### src/rtl/core/tss_pkg.sv
package tss_pkg;

    localparam int CMD_W       = 2;
    localparam int IDX_W       = 5;
    localparam int DVAL_W      = 16;
    localparam int NEXT_W      = 6;
    localparam int CNT_W       = 6;
    localparam int MAX_RESULTS = 32;

    typedef enum logic [CMD_W-1:0] {
        CMD_TICK    = 2'd0,
        CMD_JUMP    = 2'd1,
        CMD_RESTART = 2'd2,
        CMD_LOAD    = 2'd3
    } t_cmd;

    typedef enum logic [1:0] {
        S_IDLE,
        S_FIRE,
        S_LOAD,
        S_OUT
    } t_state;

endpackage

### src/rtl/core/tss_if.sv
interface tss_in_if;
    logic                         valid;
    logic                         ready;
    logic [tss_pkg::CMD_W-1:0]    cmd;
    logic [tss_pkg::IDX_W-1:0]    step_index;
    logic [tss_pkg::DVAL_W-1:0]   delay_value;
    logic [tss_pkg::IDX_W-1:0]    query_step;

    modport source (output valid, cmd, step_index, delay_value, query_step, input ready);
    modport sink   (input valid, cmd, step_index, delay_value, query_step, output ready);
endinterface

interface tss_out_if;
    logic                         valid;
    logic                         ready;
    logic                         fired;
    logic [tss_pkg::IDX_W-1:0]    fired_step;
    logic                         last;
    logic                         finished;
    logic [tss_pkg::NEXT_W-1:0]   next_step;
    logic                         step_done;
    logic                         bad_jump;

    modport source (output valid, fired, fired_step, last, finished, next_step, step_done,
                    bad_jump, input ready);
    modport sink   (input valid, fired, fired_step, last, finished, next_step, step_done,
                    bad_jump, output ready);
endinterface

interface tss_cfg_if;
    logic                         valid;
    logic                         ready;
    logic [tss_pkg::CNT_W-1:0]    data;

    modport source (output valid, data, input ready);
    modport sink   (input valid, data, output ready);
endinterface

### src/rtl/core/tss_delay_mem.sv
module tss_delay_mem #(
    parameter int DEPTH = 32,
    parameter int WIDTH = 16
) (
    input  logic                                       i_clk,
    input  logic                                       i_we,
    input  logic [(DEPTH > 1 ? $clog2(DEPTH) : 1)-1:0] i_waddr,
    input  logic [WIDTH-1:0]                           i_wdata,
    input  logic [(DEPTH > 1 ? $clog2(DEPTH) : 1)-1:0] i_raddr,
    output logic [WIDTH-1:0]                           o_rdata
);

    logic [WIDTH-1:0] r_mem [DEPTH];
    logic [WIDTH-1:0] r_rdata;

    always_ff @(posedge i_clk) begin
        if (i_we) begin
            r_mem[i_waddr] <= i_wdata;
        end
    end

    always_ff @(posedge i_clk) begin
        r_rdata <= r_mem[i_raddr];
    end

    assign o_rdata = r_rdata;

endmodule

### src/rtl/core/timed_step_sequencer.sv
// Frame-ticked step sequencer over a delay table held in a one-write, one-read RAM with
// registered read data. One word is taken at a time; ready is low until its last result
// word is taken. A tick goes from S_FIRE through an S_LOAD table read for each step that
// fires and back to S_FIRE, using the single countdown/index unit; S_OUT then gives one
// result word per fired step (one result when nothing fires). Restart goes through S_LOAD
// to S_OUT, jump and table load straight to S_OUT. The config port is always ready and must
// only be written while no word is in flight. Steps fired per tick are capped at 32.
module timed_step_sequencer #(
    parameter int MAX_STEPS  = 32,
    parameter int DELAY_BITS = 16
) (
    input  logic          i_clk,
    input  logic          i_rst_n,
    tss_in_if.sink        i_item,
    tss_out_if.source     o_result,
    tss_cfg_if.sink       i_cfg
);

    import tss_pkg::*;

    localparam int AW = (MAX_STEPS > 1) ? $clog2(MAX_STEPS) : 1;
    localparam int DW = DELAY_BITS;
    localparam int RW = $clog2(MAX_RESULTS + 1);

    t_state              r_state, n_state;
    logic [CNT_W-1:0]    r_step_count;
    logic [NEXT_W-1:0]   r_next, n_next;
    logic [DW-1:0]       r_frames, n_frames;
    t_cmd                r_cmd, n_cmd;
    logic [IDX_W-1:0]    r_query, n_query;
    logic                r_bad, n_bad;
    logic [NEXT_W-1:0]   r_start, n_start;
    logic [RW-1:0]       r_n, n_n;
    logic [RW-1:0]       r_k, n_k;

    logic [CNT_W-1:0]    cnt;
    logic                mem_we;
    logic [AW-1:0]       mem_raddr;
    logic [DW-1:0]       mem_rdata;
    logic                fire_ok;
    logic                frames_zero;
    logic                is_last;
    logic [NEXT_W-1:0]   fired_sum;

    // Count above the table size behaves as the table size.
    assign cnt = (32'(r_step_count) > MAX_STEPS) ? CNT_W'(MAX_STEPS) : r_step_count;

    assign frames_zero = (r_frames == '0);
    assign fire_ok     = frames_zero && (r_next < cnt) && (32'(r_n) < MAX_RESULTS);

    assign mem_we    = (r_state == S_IDLE) && i_item.valid
                       && (t_cmd'(i_item.cmd) == CMD_LOAD)
                       && (32'(i_item.step_index) < MAX_STEPS);
    assign mem_raddr = (r_state == S_FIRE) ? AW'(r_next + NEXT_W'(1)) : '0;

    tss_delay_mem #(
        .DEPTH (MAX_STEPS),
        .WIDTH (DW)
    ) u_mem (
        .i_clk   (i_clk),
        .i_we    (mem_we),
        .i_waddr (AW'(i_item.step_index)),
        .i_wdata (DW'(i_item.delay_value)),
        .i_raddr (mem_raddr),
        .o_rdata (mem_rdata)
    );

    assign i_cfg.ready = 1'b1;

    always_ff @(posedge i_clk) begin
        if (!i_rst_n) begin
            r_step_count <= '0;
        end else if (i_cfg.valid) begin
            r_step_count <= i_cfg.data;
        end
    end

    always_ff @(posedge i_clk) begin
        if (!i_rst_n) begin
            r_state  <= S_IDLE;
            r_next   <= '0;
            r_frames <= '0;
            r_n      <= '0;
            r_k      <= '0;
        end else begin
            r_state  <= n_state;
            r_next   <= n_next;
            r_frames <= n_frames;
            r_n      <= n_n;
            r_k      <= n_k;
        end
    end

    always_ff @(posedge i_clk) begin
        r_cmd   <= n_cmd;
        r_query <= n_query;
        r_bad   <= n_bad;
        r_start <= n_start;
    end

    assign is_last = (r_n == '0) || (r_k == r_n - RW'(1));

    always_comb begin
        n_state  = r_state;
        n_next   = r_next;
        n_frames = r_frames;
        n_cmd    = r_cmd;
        n_query  = r_query;
        n_bad    = r_bad;
        n_start  = r_start;
        n_n      = r_n;
        n_k      = r_k;
        case (r_state)
            S_IDLE: begin
                if (i_item.valid) begin
                    n_cmd   = t_cmd'(i_item.cmd);
                    n_query = i_item.query_step;
                    n_bad   = 1'b0;
                    n_start = r_next;
                    n_n     = '0;
                    n_k     = '0;
                    case (t_cmd'(i_item.cmd))
                        CMD_TICK: begin
                            n_state = S_FIRE;
                        end
                        CMD_JUMP: begin
                            if (NEXT_W'(i_item.step_index) < cnt) begin
                                n_next   = NEXT_W'(i_item.step_index);
                                n_frames = DW'(i_item.delay_value);
                            end else begin
                                n_bad = 1'b1;
                            end
                            n_state = S_OUT;
                        end
                        CMD_RESTART: begin
                            n_next  = '0;
                            n_state = S_LOAD;
                        end
                        CMD_LOAD: begin
                            n_state = S_OUT;
                        end
                        default: begin
                            n_state = S_OUT;
                        end
                    endcase
                end
            end
            S_FIRE: begin
                if (fire_ok) begin
                    n_next  = r_next + NEXT_W'(1);
                    n_n     = r_n + RW'(1);
                    n_state = S_LOAD;
                end else begin
                    // Countdown holds when finished or when the cap cut a zero-delay chain.
                    if ((r_next != cnt)
                        && !(frames_zero && (32'(r_n) == MAX_RESULTS) && (r_next < cnt))) begin
                        n_frames = r_frames - DW'(1);
                    end
                    n_state = S_OUT;
                end
            end
            S_LOAD: begin
                // Read data is for the step now at r_next.
                if (r_next < cnt) begin
                    n_frames = mem_rdata;
                end else if (r_cmd == CMD_RESTART) begin
                    n_frames = '0;
                end
                n_state = (r_cmd == CMD_TICK) ? S_FIRE : S_OUT;
            end
            S_OUT: begin
                if (o_result.ready) begin
                    if (is_last) begin
                        n_state = S_IDLE;
                    end else begin
                        n_k = r_k + RW'(1);
                    end
                end
            end
            default: begin
                n_state = S_IDLE;
            end
        endcase
    end

    assign fired_sum = r_start + NEXT_W'(r_k);

    assign i_item.ready        = (r_state == S_IDLE);
    assign o_result.valid      = (r_state == S_OUT);
    assign o_result.fired      = (r_n != '0);
    assign o_result.fired_step = (r_n != '0) ? fired_sum[IDX_W-1:0] : '0;
    assign o_result.last       = is_last;
    assign o_result.finished   = (r_next == cnt);
    assign o_result.next_step  = r_next;
    assign o_result.step_done  = (r_next > NEXT_W'(r_query));
    assign o_result.bad_jump   = r_bad;

endmodule

### src/flat_wrapper.sv
// flat-port wrapper written by rule: the top's interface ports become plain ports
module timed_step_sequencer_flat import tss_pkg::*;
#(
    parameter int MAX_STEPS  = 32,
    parameter int DELAY_BITS = 16
)
  (i_clk, i_rst_n, i_item_valid, i_item_cmd, i_item_step_index, i_item_delay_value, i_item_query_step, i_item_ready, o_result_valid, o_result_fired, o_result_fired_step, o_result_last, o_result_finished, o_result_next_step, o_result_step_done, o_result_bad_jump, o_result_ready, i_cfg_valid, i_cfg_data, i_cfg_ready);
  tss_in_if i_item_i ();
  tss_out_if o_result_i ();
  tss_cfg_if i_cfg_i ();
  input  logic i_clk;
  input  logic i_rst_n;
  input wire logic [$bits(i_item_i.valid)-1:0] i_item_valid;
  input wire logic [$bits(i_item_i.cmd)-1:0] i_item_cmd;
  input wire logic [$bits(i_item_i.step_index)-1:0] i_item_step_index;
  input wire logic [$bits(i_item_i.delay_value)-1:0] i_item_delay_value;
  input wire logic [$bits(i_item_i.query_step)-1:0] i_item_query_step;
  output wire logic [$bits(i_item_i.ready)-1:0] i_item_ready;
  output wire logic [$bits(o_result_i.valid)-1:0] o_result_valid;
  output wire logic [$bits(o_result_i.fired)-1:0] o_result_fired;
  output wire logic [$bits(o_result_i.fired_step)-1:0] o_result_fired_step;
  output wire logic [$bits(o_result_i.last)-1:0] o_result_last;
  output wire logic [$bits(o_result_i.finished)-1:0] o_result_finished;
  output wire logic [$bits(o_result_i.next_step)-1:0] o_result_next_step;
  output wire logic [$bits(o_result_i.step_done)-1:0] o_result_step_done;
  output wire logic [$bits(o_result_i.bad_jump)-1:0] o_result_bad_jump;
  input wire logic [$bits(o_result_i.ready)-1:0] o_result_ready;
  input wire logic [$bits(i_cfg_i.valid)-1:0] i_cfg_valid;
  input wire logic [$bits(i_cfg_i.data)-1:0] i_cfg_data;
  output wire logic [$bits(i_cfg_i.ready)-1:0] i_cfg_ready;
  assign i_item_i.valid = i_item_valid;
  assign i_item_i.cmd = i_item_cmd;
  assign i_item_i.step_index = i_item_step_index;
  assign i_item_i.delay_value = i_item_delay_value;
  assign i_item_i.query_step = i_item_query_step;
  assign i_item_ready = i_item_i.ready;
  assign o_result_valid = o_result_i.valid;
  assign o_result_fired = o_result_i.fired;
  assign o_result_fired_step = o_result_i.fired_step;
  assign o_result_last = o_result_i.last;
  assign o_result_finished = o_result_i.finished;
  assign o_result_next_step = o_result_i.next_step;
  assign o_result_step_done = o_result_i.step_done;
  assign o_result_bad_jump = o_result_i.bad_jump;
  assign o_result_i.ready = o_result_ready;
  assign i_cfg_i.valid = i_cfg_valid;
  assign i_cfg_i.data = i_cfg_data;
  assign i_cfg_ready = i_cfg_i.ready;
  timed_step_sequencer #(.MAX_STEPS(MAX_STEPS), .DELAY_BITS(DELAY_BITS)) u_core (.i_clk(i_clk), .i_rst_n(i_rst_n), .i_item(i_item_i), .o_result(o_result_i), .i_cfg(i_cfg_i));
endmodule
### config.mk
export PLATFORM = sky130hd
export DESIGN_NAME = timed_step_sequencer_flat
export DESIGN_NICKNAME = d
export VERILOG_FILES = /design/src/rtl/core/tss_pkg.sv /design/src/rtl/core/tss_if.sv /design/src/rtl/core/tss_delay_mem.sv /design/src/rtl/core/timed_step_sequencer.sv /design/src/flat_wrapper.sv
export SDC_FILE = /design/constraint.sdc
export NUM_CORES = 1
export LEC_CHECK = 0
export ABC_AREA = 1
export BUFFER_PORTS_ARGS = -buffer_cell sky130_fd_sc_hd__buf_2
export CORE_MARGIN = 3
export CORE_UTILIZATION = 45
export DETAILED_ROUTE_END_ITERATION = 10
export SKIP_CTS_REPAIR_TIMING = 1
export SLEW_MARGIN = 20
export SYNTH_ARGS = -nofsm -noshare
export SYNTH_HDL_FRONTEND = slang
export SYNTH_HIERARCHICAL = 1
export SYNTH_SLANG_ARGS = --single-unit
### constraint.sdc
create_clock -name i_clk -period 3.8 [get_ports i_clk]
set_input_delay 0.38 -clock i_clk [delete_from_list [all_inputs] [get_ports i_clk]]
set_output_delay 0.38 -clock i_clk [all_outputs]
set_load 0.05 [all_outputs]
Yosys cells after proc, flatten, opt, wreduce, memory -nomap -nowiden:

Memories as Yosys holds them, arrays and structs flattened. A register that Yosys moved wholly into a read port is not among the register bits.
Cells that the tools add are included.

* order comparisons: 5
* muxes and demuxes: 32
* equal/unequal tests: 23
* add/sub/neg operators: 6
* reductions and logical operators: 25

Operators by type and width (count)
* 2-to-1 mux 16 bit: 7
* 2-to-1 mux 6 bit: 8
* one-hot mux 16 bit (3 select lines): 1
* one-hot mux 6 bit (2 select lines): 4
* adder 6 x 1 -> 6 bit, second input constant: 3
* logical NOT 16 bit: 1
* subtractor 16 x 1 -> 16 bit, second input constant: 1
* == test 6 bit: 2
* == test 2 bit, second input constant: 5
* 2-to-1 mux 5 bit: 2
* != test 2 x 1 -> 1 bit, second input constant: 5
* 2-to-1 mux 2 bit: 4
* != test 2 bit, second input constant: 4
* one-hot mux 2 bit (4 select lines): 1
* logical AND 1 bit: 7
* AND reduction 7 bit: 1
* == test 6 bit, second input constant: 1
* greater-than comparator 6 x 5 -> 1 bit: 1
* greater-than comparator 6 bit, second input constant: 1
* logical NOT 2 bit: 3
* logical NOT 6 bit: 1
* less-than comparator 5 x 6 -> 1 bit: 1
* less-than comparator 6 bit: 1
* less-than comparator 6 bit, second input constant: 1
* other kinds (18): 25

* memory bits (writable): 512
* logic and storage cells: 102
* memories kept: 1
* register bits after elaboration: 55

Memory list
* u_core.u_mem.r_mem: depth 32, bits a word 16, read ports 1, clocked after memory_dff 1, write ports 1, line tss_delay_mem.sv:13 `logic [WIDTH-1:0] r_mem [DEPTH];`

Depth between registers and ports, before layout:

Gate-level depths: netlist of the first run.

* depth in word-level cells: 9
* depth in mapped cells: 19
* depth with buffers taken out: 19

Modules after synthesis:

The synthesis of the first run kept the hierarchy.

Modules (own cells, without submodules)
* tss_delay_mem: seq. area each 15695.1 um2, times used 1, cells each 1794, area each 21301.7 um2
* timed_step_sequencer: seq. area each 1231.2 um2, times used 1, cells each 613, area each 4066.4 um2

Worst setup path after synthesis of the first run:

OpenSTA, ideal clock, no wires.

* path type: flip-flop to flip-flop
* start: register u_core.r_state[0]
* end: memory u_core.u_mem.r_mem[23][0], enable pin
* cell stages (with the launch flop): 8
* path slack: 0.880 ns
* buffers on the path: 1
* arrival: 2.531 ns
* library setup time: 0.388 ns
* path through: dfxtp_1 -> inv_1 -> ha_1 -> buf_2 -> nand2_1 -> nor3_1 -> nand3_1 -> nor2_1

* cells in the longest elaborated chain, start to end: 5

RTL lines
* start: declaration: line timed_step_sequencer.sv:25 `t_state r_state, n_state;`
* start signal: assignment: line timed_step_sequencer.sv:86 `r_state <= n_state;`
* logical NOT 2 bit
* net i_item_ready: line flat_wrapper.sv:18 `output wire logic [$bits(i_item_i.ready)-1:0] i_item_ready;`
* logical AND 1 bit: line timed_step_sequencer.sv:51 `assign mem_we = (r_state == S_IDLE) && i_item.valid`
* logical AND 1 bit: line timed_step_sequencer.sv:52 `&& (t_cmd'(i_item.cmd) == CMD_LOAD)`
* net u_core.mem_we: line timed_step_sequencer.sv:37 `logic mem_we;`
* 2-to-1 mux 1 bit: line tss_delay_mem.sv:17 `if (i_we) begin`
* 2-to-1 mux 1 bit (not written as such): line tss_delay_mem.sv:18 `r_mem[i_waddr] <= i_wdata;`
* end: declaration: line tss_delay_mem.sv:13

The timed path passes the listed nets, and every way through them passes these cells.

Worst setup path in the final report of the first run:

* start: register u_core.r_state[0]
* end: memory u_core.u_mem.r_mem[21][3], enable pin

* cells in the longest elaborated chain, start to end: 5

RTL lines (line)
* logical NOT 2 bit: timed_step_sequencer.sv:51
* logical AND 1 bit: timed_step_sequencer.sv:51
* logical AND 1 bit: timed_step_sequencer.sv:52
* net u_core.mem_we: timed_step_sequencer.sv:37
* 2-to-1 mux 1 bit: tss_delay_mem.sv:17
* 2-to-1 mux 1 bit (not written as such): tss_delay_mem.sv:18

The timed path passes the listed nets, and every way through them passes these cells.

==> results_dict.tcl, run 1 <==
set metrics [dict create \
    cts_buffers 60 \
    critPathCaptureType "register" \
    clk_pin_slew_ns 0.06 \
    grt_usage 0.240 \
    hold_path_class "in2reg" \
    synth_cell_types 46 \
    drt-pass1-iter-count 5 \
    drc 0 \
    vias_per_cell 5.52 \
    syn_inst 2407 \
    die-area_mm2 0.0593 \
    relSlewSlack 0.306 \
    p_leak_uw 0.0108 \
    cts_tree "yes" \
    dp_hpwl_um 43400 \
    io_buffer_count 56 \
    htreeDepth 2 \
    synth_edf_count 525 \
    num-fill-cells 4973 \
    netlist.area_leader.share 0.621 \
    cts_max_path_buffers 3 \
    clkLatencyLatePin_ns 0.65 \
    finalCritPeriodShare 0.784 \
    final_nets 2540 \
    synth_flop_cell "edfxtp_1" \
    synth.area.top_cells "edfxtp_1 62%, nand2_1 13%, nand3_1 8.9%, dfxtp_1 4.6%, nor2_1 2.0%" \
    first_global_vias 17000 \
    yosys.area.top_type "edfxtp_1" \
    synth_area_mm2 0.0254 \
    crit_type "reg2reg" \
    async_flop_share 0 \
    antenna_found_initial 0 \
    tightest_slew_ns 1.04 \
    rows 86 \
    grt_first_pass_wirelength_um 107000 \
    yosysWarnings 6 \
    cap_violations 0 \
    hold_violations 0 \
    finClkSkew_ns 0.0306 \
    die_height_um 243 \
    total_power_uw 19100 \
    num_io_pins 58 \
    outcome "finished clean" \
    start_util 0.458 \
    power_density_mw_per_mm2 674 \
    grt_max_degree 130 \
    core_area_mm2 0.0554 \
    drive_gt1_frac 0.0957 \
    syn_nets 2475 \
    ant_nets 0 \
    finalWirelength_um 72200 \
    rsz0062_at_grt "no" \
    min_period_ns 2.98 \
    vias 18000 \
    syn_area_per_cell_um2 10.5 \
    required_ns 4.11 \
    fmaxAchievable_mhz 336 \
    ys_ff_latch 583 \
    startpoint_type "register" \
    ys_seq_area_frac 0.667 \
    finalSetupTns_ns 0 \
    area_delta_synth_final_pct 11.8 \
    grt_overflow 0 \
    final-max-slew-violation-count 0 \
    cp_max_fo 16 \
    die_w_um 243 \
    peakVddDrop_mv 0.460 \
    gp_congestion 0.891 \
    cts_sinks 583 \
    drt-initial-drc-count 2099 \
    avgRoutedWirePerCell_um 22.1 \
    cts_root_buffer "clkbuf_16" \
    crit_arrival_ns 3.29 \
    setup_viol 0 \
]
## cell type report
class | count | area [um^2] | share of cell area
tap | 748 | 936 | 0.0330
timing repair buffer | 129 | 956 | 0.0337
multi-input combinational | 1613 | 7280 | 0.257
inverter | 85 | 332 | 0.0117
antenna | 1 | 2.50 | 0.0000882
clock inverter | 30 | 344 | 0.0121
clock buffer | 77 | 1590 | 0.0559
sequential | 583 | 16900 | 0.597
## cells by family after synthesis
group                      count (synthesis)  synth area share
buffers and inverters                    211            0.0466
AOI/OAI and AO/OA                         97            0.0220
other                                      1          0.000148
adders and majority gates                 29            0.0146
xor gates and xnor gates                  11           0.00380
and+or+nand+nor                         1475             0.246
DFF                                      583             0.667
## stage by stage
stage / setup slack (ns) / area [um^2] / hold WS, ns / utilization / instances
floorplan: 0.880 / 25400 / 0.458 / - / 2407
global placement: 0.929 / 26300 / 0.480 / 0.475 / 3147
detailed placement: 0.835 / 26300 / 0.479 / 0.475 / 3147
CTS: 0.847 / 28200 / -0.116 / 0.510 / 3254
global route: 0.609 / 28400 / 0.00401 / 0.512 / 3265
finish: 0.822 / 28400 / 0.0177 / 0.512 / 3266
## cell usage in the layout (no fill, tap or decap), types with 13 or more instances in the layout
cell	n
edfxtp_1	525
nand3_1	450
ha_1	28
clkbuf_1	16
a31oi_1	13
a21oi_1	38
nand2_1	850
buf_4	54
buf_2	56
inv_1	75
o21ai_0	24
dfxtp_1	58
nor2_1	134
clkbuf_16	61
## synthesized netlist by cell type (2+ instances only)
master    number
dfxtp_1       58
buf_1          3
a21oi_2        4
a31oi_1       13
nor2_1       137
nor2_4         2
nand2_2        4
a32oi_1        2
nand2_4        4
edfxtp_1     525
nand2_1      850
inv_1         78
xnor2_1        3
o21ai_1        6
buf_4         30
nand3_2        2
buf_6         26
nor2_2         4
ha_1          28
inv_2          5
buf_2         39
a31o_2         2
nand4_1       12
o21ai_0       24
a211oi_1       3
nor3_1         4
nand3_1      450
clkbuf_1      25
or2_2          3
a21oi_1       38
xor2_1         8
## worst max-delay path: stages (launching register included)
cell     delay [ns]
dfxtp_1        0.34
inv_1          0.09
ha_1           0.41
nand2_1        0.12
nor3_1         0.46
nand3_1        0.49
buf_4          0.34
nor2_1         0.12
buf_4          0.28
## registers in the layout, indices dropped and copies added (netlist names)
register                   cells
u_core/u_mem/r_mem           512
u_core/r_frames               16
u_core/u_mem/o_rdata          16
u_core/o_result.next_step      6
u_core/r_k                     6
u_core/r_n                     6
u_core/r_step_count            6
u_core/r_query                 5
u_core/r_start                 5
u_core/r_cmd                   2
u_core/r_state                 2
u_core/o_result.bad_jump       1
## path summary, 6_finish.rpt
kind                                                       from                                   to  slack, ns  depth (start not counted)
worst max-delay path             u_core/r_state[0]$_SDFFE_PN0P_  u_core/u_mem/r_mem[21][3]$_DFFE_PP_       0.82                          8
worst min-delay path                              i_cfg_data[0]  u_core/r_step_count[0]$_SDFFE_PN0P_       0.02                          3
worst max register to register   u_core/r_state[0]$_SDFFE_PN0P_  u_core/u_mem/r_mem[21][3]$_DFFE_PP_       0.82                          8
worst min register to register  u_core/r_frames[1]$_SDFFE_PN0P_      u_core/r_frames[1]$_SDFFE_PN0P_       0.49                          2
## per-layer routing
metal  GRT usage  share of wire  up-vias
met5           0              0        -
met4      0.0942          0.036        0
met3      0.0406          0.080      154
met2       0.363           0.45      776
met1       0.347           0.44     8734
li1            -              -     8380
## where the power goes
group / internal, uW / switching, uW / leakage [uW]
Clock: 3310 / 2510 / 0.000939
Sequential: 7250 / 195 / 0.00521
Combinational: 1600 / 4240 / 0.00461
Total: 12200 / 6950 / 0.0108
No activity file was read; power rests on OpenSTA's default activity.
==> run 2, diff against run 1 <==
clock period = 2.43 ns   (was 3.8 ns; I/O delays follow)
==> run 2 against run 1 <==
  * Highest routed layer unchanged
  * The run now ends with negative hold slack, negative setup slack left
  * Setup slack got worse by 0.83 ns
  * Combinational power rose by 76%
  * Global-route usage fell by 1.2 points
==> results_dict.tcl, run 2 (synthesized netlist as in run 1, its figures left out) <==
set metrics [dict create \
    grt_overflow 0 \
    core_area_mm2 0.0554 \
    avgRoutedWirePerCell_um 20.9 \
    grt_usage 0.228 \
    clkPwrFrac 0.281 \
    drive_gt1_frac 0.146 \
    gp_congestion 0.852 \
    grt_max_degree 65 \
    cap_violations 0 \
    startpoint_type "register" \
    io_buffer_count 56 \
    num_io_pins 58 \
    grt_first_pass_wirelength_um 103000 \
    start_util 0.458 \
    fin_cells 3333 \
    final-max-slew-violation-count 0 \
    hold_end "u_core/r_step_count[3]$_SDFFE_PN0P_" \
    timing.rr.start "u_core/r_state[0]$_SDFFE_PN0P_" \
    htreeDepth 2 \
    crit_arrival_ns 2.20 \
    area_delta_synth_final_pct 18.0 \
    antenna_cells 0 \
    crit_type "reg2out" \
    antenna_found_initial 2 \
    die_w_um 243 \
    final_nets 2608 \
    outcome "finished, violations left" \
    peakVddDrop_mv 0.603 \
    finalHoldWorstSlack_ns -0.0107 \
    cts_tree "yes" \
    rows 86 \
    min-delay-start "i_cfg_valid" \
    die-area_mm2 0.0593 \
    drt-initial-drc-count 1723 \
    vias 18100 \
    drc 0 \
    r2r_setup_slack_ns 0.08 \
    setup_viol 1 \
    p_comb_frac 0.338 \
    cts_max_path_buffers 3 \
    finClkSkew_ns 0.0275 \
    dp_cells 3198 \
    clkLatencyLatePin_ns 0.64 \
    die_height_um 243 \
    critPathCaptureType "output port" \
    seqPwrFrac 0.381 \
    mostFrequentLayoutCell "nand2_1" \
    relSlewSlack 0.436 \
    timing.rr.end "u_core/u_mem/r_mem[24][12]$_DFFE_PP_" \
    clk_pin_slew_ns 0.06 \
    fmaxAchievable_mhz 409 \
    layout_setup_ws_ns -0.0128 \
    finalWirelength_um 69600 \
    ant_nets 0 \
    power_density_mw_per_mm2 1020 \
    min_path_cells 3 \
    largest_register_ffs 512 \
    intPower_uw 19600 \
    p_switching_uw 10900 \
    mostFrequentLayoutCells "843 x nand2_1, 525 x edfxtp_1, 443 x nand3_1" \
    first_global_vias 17200 \
    rr_worst_depth 8 \
    hold_violations 1 \
    hold_path_class "in2reg" \
    violations "negative hold slack, negative setup slack" \
    cts_buffers 59 \
    rsz0062_at_grt "yes" \
    p_leak_uw 0.0113 \
    swShare 0.358 \
    drt-pass1-iter-count 8 \
    cp_max_fo 2 \
    dp_hpwl_um 41600 \
    regMostFlops "u_core/u_mem/r_mem" \
    vias_per_cell 5.44 \
    min_period_ns 2.44 \
    cts_root_buffer "clkbuf_16" \
    finalCritPeriodShare 1.01 \
    cts_sinks 583 \
    tightest_slew_ns 0.845 \
    required_ns 2.19 \
]
-- run 2: cell types whose count changed in the layout (fill, tap and decap cells not counted), moves of 7 or more --
| cell | delta |
|---|---|
| buf_4 | +18 |
| nand3_1 | -7 |
| buf_12 | +38 |
| dfxtp_1 | -10 |
| nor2_1 | -34 |
| nor2_4 | +35 |
| ha_1 | -8 |
| buf_2 | -8 |
| nand2_1 | -7 |
-- run 2: how the worst max path moves through the flow --
stage                                   startpoint                            endpoint  slack (ns)  depth (start not counted)
floorplan           u_core/r_state[0]$_SDFFE_PN0P_  u_core/u_mem/r_mem[0][0]$_DFFE_PP_        0.01                          7
global placement    u_core/r_state[1]$_SDFFE_PN0P_    u_core/u_mem/o_rdata[15]$_DFF_P_       -0.03                         16
detailed placement  u_core/r_state[1]$_SDFFE_PN0P_    u_core/u_mem/o_rdata[15]$_DFF_P_       -0.05                         16
CTS                     u_core/r_n[0]$_SDFFE_PN0P_                       o_result_last       -0.34                         12
global route           u_core/r_start[0]$_DFFE_PP_              o_result_fired_step[4]       -0.12                          8
finish                 u_core/r_start[0]$_DFFE_PP_              o_result_fired_step[4]       -0.01                          8
-- run 2: through the flow --
step	power [uW]	setup slack, ns	cell area, um^2	util	setup TNS, ns
finish	30600	-0.0128	29900	0.540	-0.0128
floorplan	18600	0.00961	25700	-	0
CTS	30000	-0.338	29300	0.529	-1.93
global route	32200	-0.123	29900	0.540	-0.442
detailed placement	21400	-0.0501	27500	0.497	-0.0939
global placement	21200	-0.0280	27500	0.497	-0.0280
-- run 2: worst max-delay path, stage by stage (launching register included) --
cell	delay, ns
edfxtp_1	0.37
ha_2	0.21
fa_2	0.34
nand2_2	0.07
nand2_1	0.07
a21oi_2	0.13
xor2_1	0.08
nor2_1	0.15
buf_6	0.18
-- run 2: power by group through the flow --
stage,registers (uW),logic (uW),clock network [uW]
floorplan,11800,6710,0
global placement,11800,9420,0
detailed placement,11800,9540,0
CTS,11600,9580,8780
global route,11700,11300,9170
finish,11600,10300,8600
-- run 2: area by class of cell --
| type | instances | area (um^2) |
|---|---|---|
| Fill cell | 4710 | 25500 |
| Clock inverter | 19 | 185 |
| Multi-Input combinational cell | 1613 | 7750 |
| Inverter | 85 | 345 |
| Timing Repair Buffer | 198 | 2130 |
| Clock buffer | 87 | 1640 |
| Sequential cell | 583 | 16900 |
| Tap cell | 748 | 936 |
-- run 2: routing by layer --
layer  wire (um)  GRT usage  share of wire  vias up
met1       30400      0.325           0.44     8826
met2       32200      0.364           0.46      682
met4        2010     0.0777          0.029        0
met3        5020     0.0269          0.072      110
met5           0          0              0        -
li1            -          -              -     8524
